## config.mk

```make
export PLATFORM = sky130hd
export DESIGN_NAME = ebc_fifo
export DESIGN_NICKNAME = d
export VERILOG_FILES = /design/src/hdl/ebc_pkg.sv /design/src/hdl/ebc_fifo.sv
export SDC_FILE = /design/constraint.sdc
export NUM_CORES = 1
export LEC_CHECK = 0
export BUFFER_PORTS_ARGS = -buffer_cell sky130_fd_sc_hd__buf_2
export CAP_MARGIN = 40
export CORE_AREA = 2 2 146 148
export DETAILED_ROUTE_END_ITERATION = 10
export DIE_AREA = 0 0 148 150
export GPL_TIMING_DRIVEN = 0
export MAX_ROUTING_LAYER = met4
export SLEW_MARGIN = 20
export SYNTH_ARGS = -nofsm -noshare
export SYNTH_HDL_FRONTEND = slang
export SYNTH_SLANG_ARGS = --single-unit
```

## constraint.sdc

```tcl
create_clock -name clk_i -period 3.3 [get_ports clk_i]
set_input_delay 0.165 -clock clk_i [delete_from_list [all_inputs] [get_ports clk_i]]
set_output_delay 0.165 -clock clk_i [all_outputs]
set_load 0.03 [all_outputs]
```

## src/hdl/ebc_pkg.sv

```systemverilog
// ----------------------------------------------------------------------------
// ebc_pkg
// Shared types, constants and helpers of the ECG beat classifier.
// ----------------------------------------------------------------------------
package ebc_pkg;

  localparam int unsigned ENERGY_WINDOW = 20;
  localparam int unsigned DC_TAPS       = 5;
  localparam int unsigned DIV_STEPS     = 9;

  localparam int unsigned SAMPLE_W = 16;
  localparam int unsigned DC_W     = 32;
  localparam int unsigned HP_W     = 24;
  localparam int unsigned E_W      = 53;
  localparam int unsigned THR_W    = 61;
  localparam int unsigned CFG_W    = 16;
  localparam int unsigned CFG_AW   = 1;
  localparam int unsigned BEAT_W   = 16;

  localparam int unsigned EQ_DEPTH = 4;
  localparam int unsigned EQ_AW    = 2;

  localparam logic [15:0] DC_COEF = 16'd65208;

  localparam logic [CFG_W-1:0] GAIN_RST  = 16'd524;
  localparam logic [CFG_W-1:0] DECAY_RST = 16'd64225;

  typedef enum logic [CFG_AW-1:0] {
    REG_THR_GAIN  = 1'b0,
    REG_THR_DECAY = 1'b1
  } reg_idx_e;

  typedef struct packed {
    logic signed [SAMPLE_W-1:0] sample;
    logic                       is_qrs;
  } ebc_in_t;

  typedef struct packed {
    logic              beat_normal;
    logic [BEAT_W-1:0] beat_index;
  } ebc_out_t;

  typedef enum logic [3:0] {
    F_IDLE,
    F_MULDC,
    F_DC,
    F_MINMAX,
    F_DIVINIT,
    F_DIV,
    F_HP,
    F_SQ1,
    F_SQ2,
    F_ACC,
    F_PUSH
  } front_state_e;

  typedef enum logic [2:0] {
    B_IDLE,
    B_CMP,
    B_M1,
    B_M2,
    B_M3,
    B_M4,
    B_OUT
  } back_state_e;

  // radix-16 step of a divide by three: t < 48, returns {quotient digit, remainder}
  function automatic logic [5:0] div3_digit(input logic [5:0] t);
    logic [11:0] p;
    logic [3:0]  q;
    logic [5:0]  r;
    p = {6'b0, t} * 12'd43;
    q = p[10:7];
    r = t - ({2'b0, q} + {1'b0, q, 1'b0});
    return {q, r[1:0]};
  endfunction

endpackage

```

## src/hdl/ebc_fifo.sv

```systemverilog
// ----------------------------------------------------------------------------
// ebc_fifo
// Short queue of beat energies between the front end and the classifier.
// ----------------------------------------------------------------------------
module ebc_fifo (
  input  logic                    clk_i,
  input  logic                    rst_ni,
  input  logic                    push_i,
  input  logic [ebc_pkg::E_W-1:0] data_i,
  output logic                    full_o,
  input  logic                    pop_i,
  output logic [ebc_pkg::E_W-1:0] data_o,
  output logic                    empty_o
);
  import ebc_pkg::*;

  logic [E_W-1:0]   mem_q [EQ_DEPTH];
  logic [EQ_AW-1:0] wr_ptr_q, rd_ptr_q;
  logic [EQ_AW:0]   cnt_q;
  logic             do_push, do_pop;

  assign full_o  = (cnt_q == (EQ_AW+1)'(EQ_DEPTH));
  assign empty_o = (cnt_q == '0);
  assign data_o  = mem_q[rd_ptr_q];
  assign do_push = push_i && !full_o;
  assign do_pop  = pop_i && !empty_o;

  always_ff @(posedge clk_i or negedge rst_ni) begin
    if (!rst_ni) begin
      wr_ptr_q <= '0;
      rd_ptr_q <= '0;
      cnt_q    <= '0;
    end else begin
      if (do_push) wr_ptr_q <= wr_ptr_q + 1'b1;
      if (do_pop)  rd_ptr_q <= rd_ptr_q + 1'b1;
      if (do_push && !do_pop) cnt_q <= cnt_q + 1'b1;
      else if (do_pop && !do_push) cnt_q <= cnt_q - 1'b1;
    end
  end

  always_ff @(posedge clk_i) begin
    if (do_push) mem_q[wr_ptr_q] <= data_i;
  end

endmodule

```

After elaboration in Yosys (flattened, before gate mapping)
Memories as Yosys holds them, arrays and structs flattened.
Cells that the tools add are included.
- equality and inequality tests: 1
- reductions and logical operators: 10
- $add $sub $neg: 4
- muxes and demuxes: 4
- operator list (kind ; count):
    2-to-1 mux 3 bit ; 2
    adder 2 x 1 -> 2 bit, second input constant ; 2
    logical AND 1 bit ; 4
    logical NOT 1 bit ; 4
    adder 3 x 1 -> 3 bit, second input constant ; 1
    equality test 3 bit, second input constant ; 1
    logical NOT 3 bit ; 1
    subtractor 3 x 1 -> 3 bit, second input constant ; 1
    2-to-1 mux 1 bit ; 2
    nonzero test 2 bit ; 1
- word-level logic and storage cells: 23
- bits in writable memories: 212
- register bits: 7
- memories kept: 1
- output and inout port bits: 55
- bits of input ports: 57
- memories (memory ; depth ; width ; rd ports ; clocked after Yosys merged registers in ; write ports ; RTL line ; source):
    mem_q ; 4 ; 53 ; 1 ; 0 ; 1 ; ebc_fifo.sv:17 ; logic [E_W-1:0] mem_q [EQ_DEPTH];

Longest topological paths before layout
Gate-level depths: netlist (run 1).
- depth in word-level cells: 7
- mapped depth: 9
- mapped depth without buffers: 8

Worst setup path before layout (run 1)
Ideal clock, no wire load.
- path type: register -> register
- start: reg cnt_q[2]
- end: mem mem_q[0][0], enable pin
- setup slack: 730 ps
- setup time: 416 ps
- path buffers: 1
- data required time: 2884 ps
- arrival time: 2154 ps
- cell stages (with the launch flop): 5
- clock period less this slack: 2570 ps
- cells stage by stage: dfrtp_1 -> nor3b_2 -> nor2b_1 -> buf_2 -> and2_1
- cells in the longest elaborated chain, start to end: 5
- ends and longest elaborated chain (element ; RTL line ; source):
    from (decl) ; ebc_fifo.sv:19 ; logic [EQ_AW:0] cnt_q;
    from (signal assigned) ; ebc_fifo.sv:36 ; if (do_push && !do_pop) cnt_q <= cnt_q + 1'b1;
    from (signal assigned) ; ebc_fifo.sv:37 ; else if (do_pop && !do_push) cnt_q <= cnt_q - 1'b1;
    equality test 3 bit ; ebc_fifo.sv:22 ; assign full_o = (cnt_q == (EQ_AW+1)'(EQ_DEPTH));
    via full_o ; ebc_fifo.sv:10 ; output logic full_o,
    logical NOT 1 bit ; ebc_fifo.sv:25 ; assign do_push = push_i && !full_o;
    logical AND 1 bit ; ebc_fifo.sv:25 ;
    via do_push ; ebc_fifo.sv:20 ; logic do_push, do_pop;
    2-to-1 mux 1 bit ; ebc_fifo.sv:42 ; if (do_push) mem_q[wr_ptr_q] <= data_i;
    2-to-1 mux 1 bit (not written as such) ; ebc_fifo.sv:42 ;
    to (decl) ; ebc_fifo.sv:17 ;
The timed path passes the listed nets, and every way through them passes these cells.

Final worst setup path (run 1)
- start: reg cnt_q[0]
- end: reg cnt_q[2]
- cells in the longest elaborated chain, start to end: 6
- elaborated cells between the ends (all ways): 15
- classes of those cells: 2 x add/sub; 1 x eq/ne; 2 x mux; 10 x reduce/logical
- ends and longest elaborated chain (element):
    parallel branches: the longest is 6 deep, another holds subtractor 3 x 1 -> 3 bit
Parallel ways; which one is timed is not known. The select of a mux whose other input is x is not followed.
A chain may end at the register's enable or synchronous reset.

==> qor.yml, run 1 <==
setup_path:
  crit_type: "reg2reg"
  worst_setup_path_end_kind: "flop"
  crit_required_ps: 3720
  cp_max_fo: 4
  crit_chain: "or3_1 -> nand2_1 -> ha_1 -> inv_1 -> fa_1 -> xor2_1 -> nor2_1 -> xor2_1"
  path_buf_inv: 1
  arrival_ps: 2570
  path_delay_family: "simple AND/OR/NAND/NOR gates"
  critPathMostFrequentCell: "xor2_1"
  critPathMaxStageDelay_ps: 440
  critPathLaunchType: "flop"
  crit_slowest_cell: "dfrtp_1"
logic_synthesis:
  synthesis.area_sq_um: 8140
  synth_cells: 313
  yosysWarnings: 0
  yosysSeqAreaShare_pct: 80.4
  avgSynthCellArea_sq_um: 26.0
  syn_nets: 376
  synth_top_area_cell: "edfxtp_1"
  synthTopCellsByArea: "edfxtp_1 78%, mux4_2 13%, dfrtp_1 2.2%"
  synth_top_area_share_pct: 78.2
  yosysUniqueCellTypes: 21
  ys_ff_latch: 219
power_and_ir_drop:
  leakage_nw: 3.67
  power_switching_mw: 3.23
  p_sw_share_pct: 33.2
  total_power_mw: 9.73
  peakVddDrop_mv: 0.482
  power_frac_seq_pct: 39.1
  powerDensity_nw_per_um2: 932
  internal-power_mw: 6.50
  p_comb_share_pct: 35.7
  power_frac_clock_pct: 25.2
routing:
  vias: 3859
  wl_per_cell_microns: 18.4
  drt-pass1-iter-count: 5
  drt-initial-drc-count: 150
  drcViolationCount: 0
  routed_via_density: 4.80
  ant_nets: 0
  routed_wirelength_mm: 14.8
status:
  outcome: "completed"
die:
  coreArea_sq_um: 20700
  die_h_microns: 150
  start_util_pct: 39.3
  io_pins: 112
  fp.dieW_microns: 148
  core.rowCount: 53
  die-area_sq_um: 22200
timing:
  fmax_mhz: 465
  worst_slew_pin_slew_ps: 474
  fin_crit_sh_pct: 65.1
  min_period_ps: 2150
  grt_setup_unrepaired: "false"
  tns_ps: 0
  skew_ps: 8.26
  slew_viol_final: 0
  finalSetupViolations: 0
  maxSlewHeadroom_pct: 68.4
  hold_viol_final: 0
final_layout:
  fin_cells: 804
  drive_above_1_share_pct: 40.9
  layout_common_cells: "212 x edfxtp_1, 118 x buf_2, 57 x dlygate4sd3_1"
  final_common_cell: "edfxtp_1"
  design_area_sq_um: 10400
  num-fill-cells: 1698
  final_net_count: 574
  regArea_sq_um: 6540
  areaGrowthSynthToFinish_pct: 28.4
  multi_input_area_sq_um: 1450
placement:
  placed_area_sq_um: 9140
  finalWeightedCongestion: 0.710
  io_buffers: 111
  dp_hpwl_mm: 8.79
  dp_cells: 703
clock_network:
  clkTransAtPathRegs_ps: 60
  clock_path_buffers: 3
  htree_levels: 1
  cts_num_sinks: 219
  cts_tree: "done"
  clkLatencyLatePin_ps: 500
  cts_setup_buffers: 0
  cts-root-buf: "clkbuf_16"
  cts_made_buffers: 24
global_route:
  overflow: 0
  grt_max_degree: 36
  grt_antenna_before_repair: 1
  grt_pass1_wl_mm: 22.8
  grt_usage_pct: 13.9
  grt_pass1_vias: 4233
hold_path:
  hold_path_class: "in2reg"
job:
  maxCapViolations: 0
[tightest hold or removal path: cells and delay by family]
| family | cells | cell delay, ps |
|---|---|---|
| XOR/XNOR | 1 | 80 |
| AND/OR/NAND/NOR | 1 | 110 |
| buffers and inverters | 2 | 280 |
[final timing paths]
path	from	end	slack, ps	depth (start not counted)
setup / recovery	cnt_q[0]	cnt_q[2]	1150	8
hold / removal	push_i	wr_ptr_q[0]	180	4
setup reg to reg	cnt_q[0]	cnt_q[2]	1150	8
hold reg to reg	cnt_q[2]	cnt_q[2]	480	1
max in group asynchronous	rst_ni	wr_ptr_q[0]	2000	4
min in group asynchronous	rst_ni	cnt_q[0]	550	3
[routing by layer]
metal	share of wire, %	GRT usage (%)	up-vias
met5	0	-	-
met4	1.4	3.57	0
met3	5.5	3.23	21
met2	49	22.9	103
met1	44	17.6	2001
li1	-	-	1734
[power groups by stage]
stage               clock network, mW  registers [mW]  logic (mW)
detailed placement                  0            3.87        3.51
global route                     2.64            3.86        3.72
floorplan                           0            3.85        2.50
CTS                              2.54            3.82        3.57
global placement                    0            3.89        3.37
finish                           2.45            3.81        3.47
[cells by family after synthesis]
logic type,count (synthesis),share of synthesized area [%]
fa+ha+maj,6,1.01
flops,219,80.4
mux,55,15.2
simple gates,10,0.769
xor+xnor,6,0.646
buf+inv,17,1.98
[final cells by class]
type	instances	area share, %
tap	275	3.29
inverter	4	0.144
sequential	219	62.6
clock buffer	30	6.17
antenna	1	0.0239
timing repair buffer	172	11.7
multi-input combinational	77	13.8
clock inverter	13	0.838
buffer	13	1.40
[flip-flops by register name (all words and copies together) (netlist names)]
name and flops:
rd_ptr_q 2, wr_ptr_q 2, cnt_q 3, mem_q 212
[timing repair]
item | CTS | global route
hold endpoints to repair | 221 | 0
resized for setup | 0 | 0
hold buffers | 57 | 0
[synth_stat cells]
master,count
inv_1,4
nand2_1,1
and2_1,4
mux2_4,1
nor3b_2,1
buf_6,1
nor2b_1,1
fa_1,1
mux4_1,5
mux2_2,1
xor2_1,2
edfxtp_1,212
buf_12,5
xnor2_1,4
nor2_1,1
mux4_2,48
nand3_1,1
ha_1,5
dfrtp_1,7
or3_1,1
buf_2,7
[through the flow]
step,util [%],hold slack (ps),worst slack [ps]
finish,50.5,178,1150
global route,50.5,193,984
CTS,50.5,141,1120
detailed placement,44.2,7.21,1170
global placement,43.7,5.49,-348
floorplan,-,-131,730
No activity file was read; power rests on OpenSTA's default activity.
==> inputs of run 2 (changes only) <==
==> constraint.sdc (replaced) <==
create_clock -name clk_i -period 2 [get_ports clk_i]
set_input_delay 0.1 -clock clk_i [delete_from_list [all_inputs] [get_ports clk_i]]
set_output_delay 0.1 -clock clk_i [all_outputs]
set_load 0.03 [all_outputs]
==> run 2 against run 1 <==
Effect of this change: the flow now finishes with violations (negative setup slack); core utilization up 2.3 points; clock skew down 3.3 ps; sequential cell count unchanged; wire length up 2.7%; global-route usage up 0.17 points; clock-buffer cell count unchanged.
==> qor.yml, run 2 (synthesis gave the netlist of run 1 again) <==
placement:
  dp_hpwl_mm: 8.67  # was 8.79 mm
  dp_cells: 703  # unchanged
  io_buffers: 111  # unchanged
  placed_area_sq_um: 9170  # was 9140 sq um
  finalWeightedCongestion: 0.692  # was 0.710
setup_path:
  critPathMostFrequentCell: "buf_4"  # was xor2_1
  critPathMaxStageDelay_ps: 430  # was 440 ps
  path_buf_inv: 4  # was 1
  arrival_ps: 1930  # was 2570 ps
  crit_type: "reg2out"  # was reg2reg
  cp_max_fo: 5  # was 4
  r2r-start: "cnt_q[1]"  # was cnt_q[0]
  crit_required_ps: 1900  # was 3720 ps
  reg2reg_slack_ps: 30  # was 1150 ps
  reg2reg_depth: 8  # unchanged
  r2r_end: "cnt_q[2]"  # unchanged
  crit_chain: "buf_4 -> clkbuf_16 -> buf_4 -> mux4_2 -> buf_6"  # was or3_1 -> nand2_1 -> ha_1 -> inv_1 -> fa_1 -> xor2_1 -> nor2_1 -> xor2_1
  critPathLaunchType: "flop"  # unchanged
  crit_slowest_cell: "mux4_2"  # was dfrtp_1
  worst_setup_path_end_kind: "output port"  # was flop
  path_delay_family: "buffers and inverters"  # was simple AND/OR/NAND/NOR gates
routing:
  drcViolationCount: 0  # unchanged
  highest_layer: "met4"  # unchanged
  routed_via_density: 4.79  # was 4.80
  wl_per_cell_microns: 18.8  # was 18.4 microns
  routed_wirelength_mm: 15.2  # was 14.8 mm
  drt-initial-drc-count: 128  # was 150
  drt-pass1-iter-count: 4  # was 5
  m1WireLength_mm: 6.47  # was 6.50 mm
  route.met2.wl_mm: 7.70  # was 7.30 mm
  ant_nets: 0  # unchanged
  dr_wl_met3_microns: 815  # was 816 microns
  vias: 3879  # was 3859
die:
  fp.dieW_microns: 148  # unchanged
  die-area_sq_um: 22200  # unchanged
  start_util_pct: 39.3  # unchanged
  core.rowCount: 53  # unchanged
  coreArea_sq_um: 20700  # unchanged
  die_h_microns: 150  # unchanged
  io_pins: 112  # unchanged
power_and_ir_drop:
  peakVddDrop_mv: 0.988  # was 0.482 mV
  total_power_mw: 17.6  # was 9.73 mW
  powerDensity_nw_per_um2: 1610  # was 932 nW/um^2
  leakage_nw: 3.84  # was 3.67 nW
clock_network:
  cts_num_sinks: 219  # unchanged
  clock_path_buffers: 3  # unchanged
  cts-root-buf: "clkbuf_16"  # unchanged
  htree_levels: 1  # unchanged
  cts_made_buffers: 23  # was 24
  clkLatencyLatePin_ps: 490  # was 500 ps
  clkTransAtPathRegs_ps: 60  # about the same
  cts_tree: "done"  # unchanged
final_layout:
  final_net_count: 581  # was 574
  design_area_sq_um: 10900  # was 10400 sq um
  top_regs: "mem_q (212), cnt_q (3)"  # unchanged
  largest_register: "mem_q"  # unchanged
  fin_cells: 810  # was 804
  num-fill-cells: 1663  # was 1698
  layout_common_cells: "212 x edfxtp_1, 62 x buf_2, 56 x dlygate4sd3_1"  # was 212 x edfxtp_1, 118 x buf_2, 57 x dlygate4sd3_1
  drive_above_1_share_pct: 43.4  # was 40.9%
  areaGrowthSynthToFinish_pct: 34.3  # was 28.4%
  largest_register_ffs: 212  # unchanged
  final_common_cell: "edfxtp_1"  # unchanged
hold_path:
  holdPathEnd: "wr_ptr_q[0]"  # unchanged
  hold_start: "push_i"  # unchanged
  hold_path_class: "in2reg"  # unchanged
  hold-path-cell-count: 4  # unchanged
global_route:
  grt_pass1_vias: 4240  # was 4233
  grt_usage_pct: 14.1  # was 13.9%
  grt_max_degree: 39  # was 36
  overflow: 0  # unchanged
  grt_antenna_before_repair: 1  # unchanged
  grt_pass1_wl_mm: 23.1  # was 22.8 mm
job:
  maxCapViolations: 0  # unchanged
timing:
  min_period_ps: 2030
  worst_slew_pin_slew_ps: 429  # was 474 ps
  grt_setup_unrepaired: "true"  # was false
  fin_crit_sh_pct: 102
  holdWs_ps: 126  # was 178 ps
  slew_viol_final: 0  # unchanged
  layout_setup_ws_ps: -30.9  # was 1150 ps
  hold_viol_final: 0  # unchanged
  maxSlewHeadroom_pct: 71.4  # was 68.4%
  fmax_mhz: 492
  finalSetupViolations: 7  # was 0
  skew_ps: 4.99  # was 8.26 ps
status:
  violations: "negative setup slack"
  outcome: "finished, violations left"  # was completed
-- run 2: cell types whose count changed in the layout (fill, tap and decap cells not counted), moves of 3 or more --
cell       before  now
bufinv_16       1    4
dfrtp_2         0    3
buf_6           1   50
buf_2         118   62
buf_4           0   12
dfrtp_1         7    4
-- run 2: per-layer routing --
metal  up-vias  GRT usage [%]
met5         -              -
met1      2003           17.6
met2        97           23.6
met3        23           3.11
li1       1756              -
met4         0           3.43
-- run 2: power by group --
group	internal [mW]	total [mW]	switching, mW
sequential	6.07	6.29	0.218
combinational	3.31	7.03	3.71
clock	2.63	4.24	1.61
total	12.0	17.6	5.54
-- run 2: layout make-up --
cell class / instances / area [sq um] / area share [%]
Timing Repair Buffer: 179 / 1630 / 14.9
Tap cell: 275 / 344 / 3.15
Sequential cell: 219 / 6550 / 59.9
Buffer: 13 / 170 / 1.56
Clock inverter: 11 / 151 / 1.38
Antenna cell: 1 / 2.50 / 0.0229
Multi-Input combinational cell: 78 / 1480 / 13.5
Inverter: 4 / 15.0 / 0.137
Clock buffer: 30 / 602 / 5.50
-- run 2: tightest hold or removal path, stage by stage --
cell and delay [ps]:
buf_2 80, nor2b_1 130, buf_4 190, xnor2_1 70
-- run 2: metrics by stage --
| step | setup WS [ps] | TNS [ps] | utilization (%) |
|---|---|---|---|
| global placement | -541 | -113740 | 43.8 |
| finish | -30.9 | -69.5 | 52.8 |
| floorplan | -23.8 | -23.8 | - |
| detailed placement | -120 | -188 | 44.3 |
| global route | -85.2 | -3680 | 52.8 |
| CTS | -48.7 | -684 | 52.4 |
-- run 2: worst max path at each step --
stage / startpoint / endpoint / cells after the start
final: rd_ptr_q[0] / data_o[46] / 5
after global placement: cnt_q[2] / mem_q[1][16] / 4
after floorplan: cnt_q[1] / cnt_q[1] / 7
after detailed placement: cnt_q[0] / cnt_q[2] / 8
after CTS: rd_ptr_q[0] / data_o[7] / 4
after global routing: rd_ptr_q[0] / data_o[38] / 5
-- run 2: what timing repair did --
item                                    4_1_cts  5_1_grt
gates resized for setup                     114        2
endpoints found under the setup margin       51      115
setup buffers                                 3        3
cloned                                        0        3
pin swaps                                     0        2
endpoints found under the hold margin       221        0
hold buffers                                 56        0
==> inputs of run 3 (changes only) <==
--- a/config.mk
+++ b/config.mk
@@ -7,11 +7,13 @@
 export LEC_CHECK = 0
 export BUFFER_PORTS_ARGS = -buffer_cell sky130_fd_sc_hd__buf_2
 export CAP_MARGIN = 40
-export CORE_AREA = 2 2 146 148
+export CORE_AREA = 2 2 131 133
 export DETAILED_ROUTE_END_ITERATION = 10
-export DIE_AREA = 0 0 148 150
+export DIE_AREA = 0 0 133 135
 export GPL_TIMING_DRIVEN = 0
 export MAX_ROUTING_LAYER = met4
+export PLACE_DENSITY = 0.7
+export SETUP_SLACK_MARGIN = 0.5
 export SLEW_MARGIN = 20
 export SYNTH_ARGS = -nofsm -noshare
 export SYNTH_HDL_FRONTEND = slang
==> run 3 against run 2 <==
Effect of this change: the run still ends with negative setup slack left; total power rose by 6.8%; register-to-register slack got worse by 90 ps; maximum frequency fell by 1.6%; die area fell by 19%; critical path type is now reg2reg; critical endpoint is now cnt_q[1]; largest cell class unchanged.
==> qor.yml, run 3 (synthesis gave the netlist of run 1 again) <==
power_and_ir_drop:
  total_power_mw: 18.7  # was 17.6 mW
  peakVddDrop_mv: 1.01  # was 0.988 mV
  powerDensity_nw_per_um2: 1600  # was 1610 nW/um^2
  leakage_nw: 4.23  # was 3.84 nW
timing:
  layout_setup_ws_ps: -64.6  # was -30.9 ps
  finalSetupViolations: 44  # was 7
  min_period_ps: 2060  # was 2030 ps
  skew_ps: 9.41  # was 4.99 ps
  worst_slew_pin_slew_ps: 386  # was 429 ps
  tns_ps: -942  # was -69.5 ps
  grt_setup_unrepaired: "true"  # unchanged
  fin_crit_sh_pct: 103  # was 102%
  slew_viol_final: 0  # unchanged
  holdWs_ps: 273  # was 126 ps
  hold_viol_final: 0  # unchanged
  maxSlewHeadroom_pct: 74.2  # was 71.4%
  fmax_mhz: 484  # was 492 MHz
clock_network:
  htree_levels: 1  # unchanged
  cts_num_sinks: 219  # unchanged
  clkTransAtPathRegs_ps: 60  # about the same
  cts_made_buffers: 23  # unchanged
  cts_tree: "done"  # unchanged
  cts-root-buf: "clkbuf_16"  # unchanged
  clkLatencyLatePin_ps: 490  # about the same
  clock_path_buffers: 3  # unchanged
placement:
  finalWeightedCongestion: 0.680  # was 0.692
  io_buffers: 111  # unchanged
  dp_slack_ps: -97.1  # was -120 ps
  dp_hpwl_mm: 8.49  # was 8.67 mm
  placed_area_sq_um: 9080  # was 9170 sq um
  dp_cells: 648  # was 703
routing:
  drcViolationCount: 0  # unchanged
  drt-initial-drc-count: 201  # was 128
  routed_wirelength_mm: 18.1  # was 15.2 mm
  wl_per_cell_microns: 22.3  # was 18.8 microns
  ant_nets: 0  # unchanged
  vias: 4285  # was 3879
  drt-pass1-iter-count: 4  # unchanged
  routed_via_density: 5.29  # was 4.79
final_layout:
  largest_register: "mem_q"  # unchanged
  design_area_sq_um: 11700  # was 10900 sq um
  drive_above_1_share_pct: 50.2  # was 43.4%
  largest_register_ffs: 212  # unchanged
  antenna_cells: 0  # was 1
  fin_cells: 810  # unchanged
  top_regs: "mem_q (212), cnt_q (3)"  # unchanged
  final_core_util_pct: 71.2  # was 52.8%
  final_common_cell: "edfxtp_1"  # unchanged
  areaGrowthSynthToFinish_pct: 43.6  # was 34.3%
  final_net_count: 637  # was 581
  layout_common_cells: "212 x edfxtp_1, 80 x buf_6, 58 x buf_2"  # was 212 x edfxtp_1, 62 x buf_2, 56 x dlygate4sd3_1
  num-fill-cells: 1006  # was 1663
setup_path:
  reg2reg_slack_ps: -60  # was 30 ps
  worst_setup_path_end_kind: "flop"  # was output port
  crit_type: "reg2reg"  # was reg2out
  cp_max_fo: 5  # unchanged
  crit_required_ps: 2380  # was 1900 ps
  critPathLaunchType: "flop"  # unchanged
  arrival_ps: 2440  # was 1930 ps
status:
  outcome: "finished, violations left"  # unchanged
  violations: "negative setup slack"  # unchanged
global_route:
  overflow: 0  # unchanged
  grt_usage_pct: 20.3  # was 14.1%
  grt_pass1_wl_mm: 26.1  # was 23.1 mm
  grt_pass1_vias: 4542  # was 4240
  grt_max_degree: 15  # was 39
  grt_antenna_before_repair: 0  # was 1
die:
  die-area_sq_um: 18000  # was 22200 sq um
  coreArea_sq_um: 16400  # was 20700 sq um
  start_util_pct: 49.6  # was 39.3%
  io_pins: 112  # unchanged
  fp.dieW_microns: 133  # was 148 microns
  core.rowCount: 47  # was 53
  die_h_microns: 135  # was 150 microns
job:
  maxCapViolations: 0  # unchanged
hold_path:
  hold_path_class: "in2reg"  # unchanged
==> run 3: worst max-delay path, cell delays in order (launching register included) <==
cell and delay [ps]:
dfrtp_2 420, buf_6 130, nor3b_4 240, nor2b_1 80, buf_4 170, ha_4 170
inv_2 50, fa_1 410, mux2_4 290
==> run 3: routing by layer <==
metal  GRT usage [%]  vias to the layer above  routed length [microns]
met4            5.02                        0                      378
met5               -                        -                        0
met2            35.8                      124                     9820
li1                -                     1882                        -
met3            3.79                       28                      744
met1            24.4                     2251                     7120
==> run 3: final timing paths <==
path	startpoint	endpoint	cells past startpoint
worst min register to register	wr_ptr_q[1]	wr_ptr_q[1]	1
worst min-delay path	push_i	cnt_q[0]	5
worst max-delay path	cnt_q[1]	cnt_q[1]	8
max in group asynchronous	rst_ni	cnt_q[0]	3
worst max register to register	cnt_q[1]	cnt_q[1]	8
min in group asynchronous	rst_ni	wr_ptr_q[1]	3
==> run 3: layout make-up <==
class,instances,area (sq um),share of cell area [%]
Buffer,13,170,1.46
Clock buffer,24,579,4.96
Clock inverter,17,131,1.12
Inverter,4,15.0,0.129
Multi-Input combinational cell,85,1550,13.2
Sequential cell,219,6550,56.0
Tap cell,220,275,2.36
Timing Repair Buffer,228,2420,20.7
==> run 3: repair_timing <==
item,4_1_cts,5_1_grt
hold endpoints to repair,221,0
pin swaps,6,1
resized for setup,160,24
setup buffers,31,11
gates cloned,18,5
hold buffers,56,0
endpoints found under the setup margin,269,272
==> run 3: report_power, final <==
part | switching [mW] | internal (mW)
clock | 1.65 | 2.35
combinational | 4.16 | 4.27
sequential | 0.238 | 6.07
total | 6.05 | 12.7
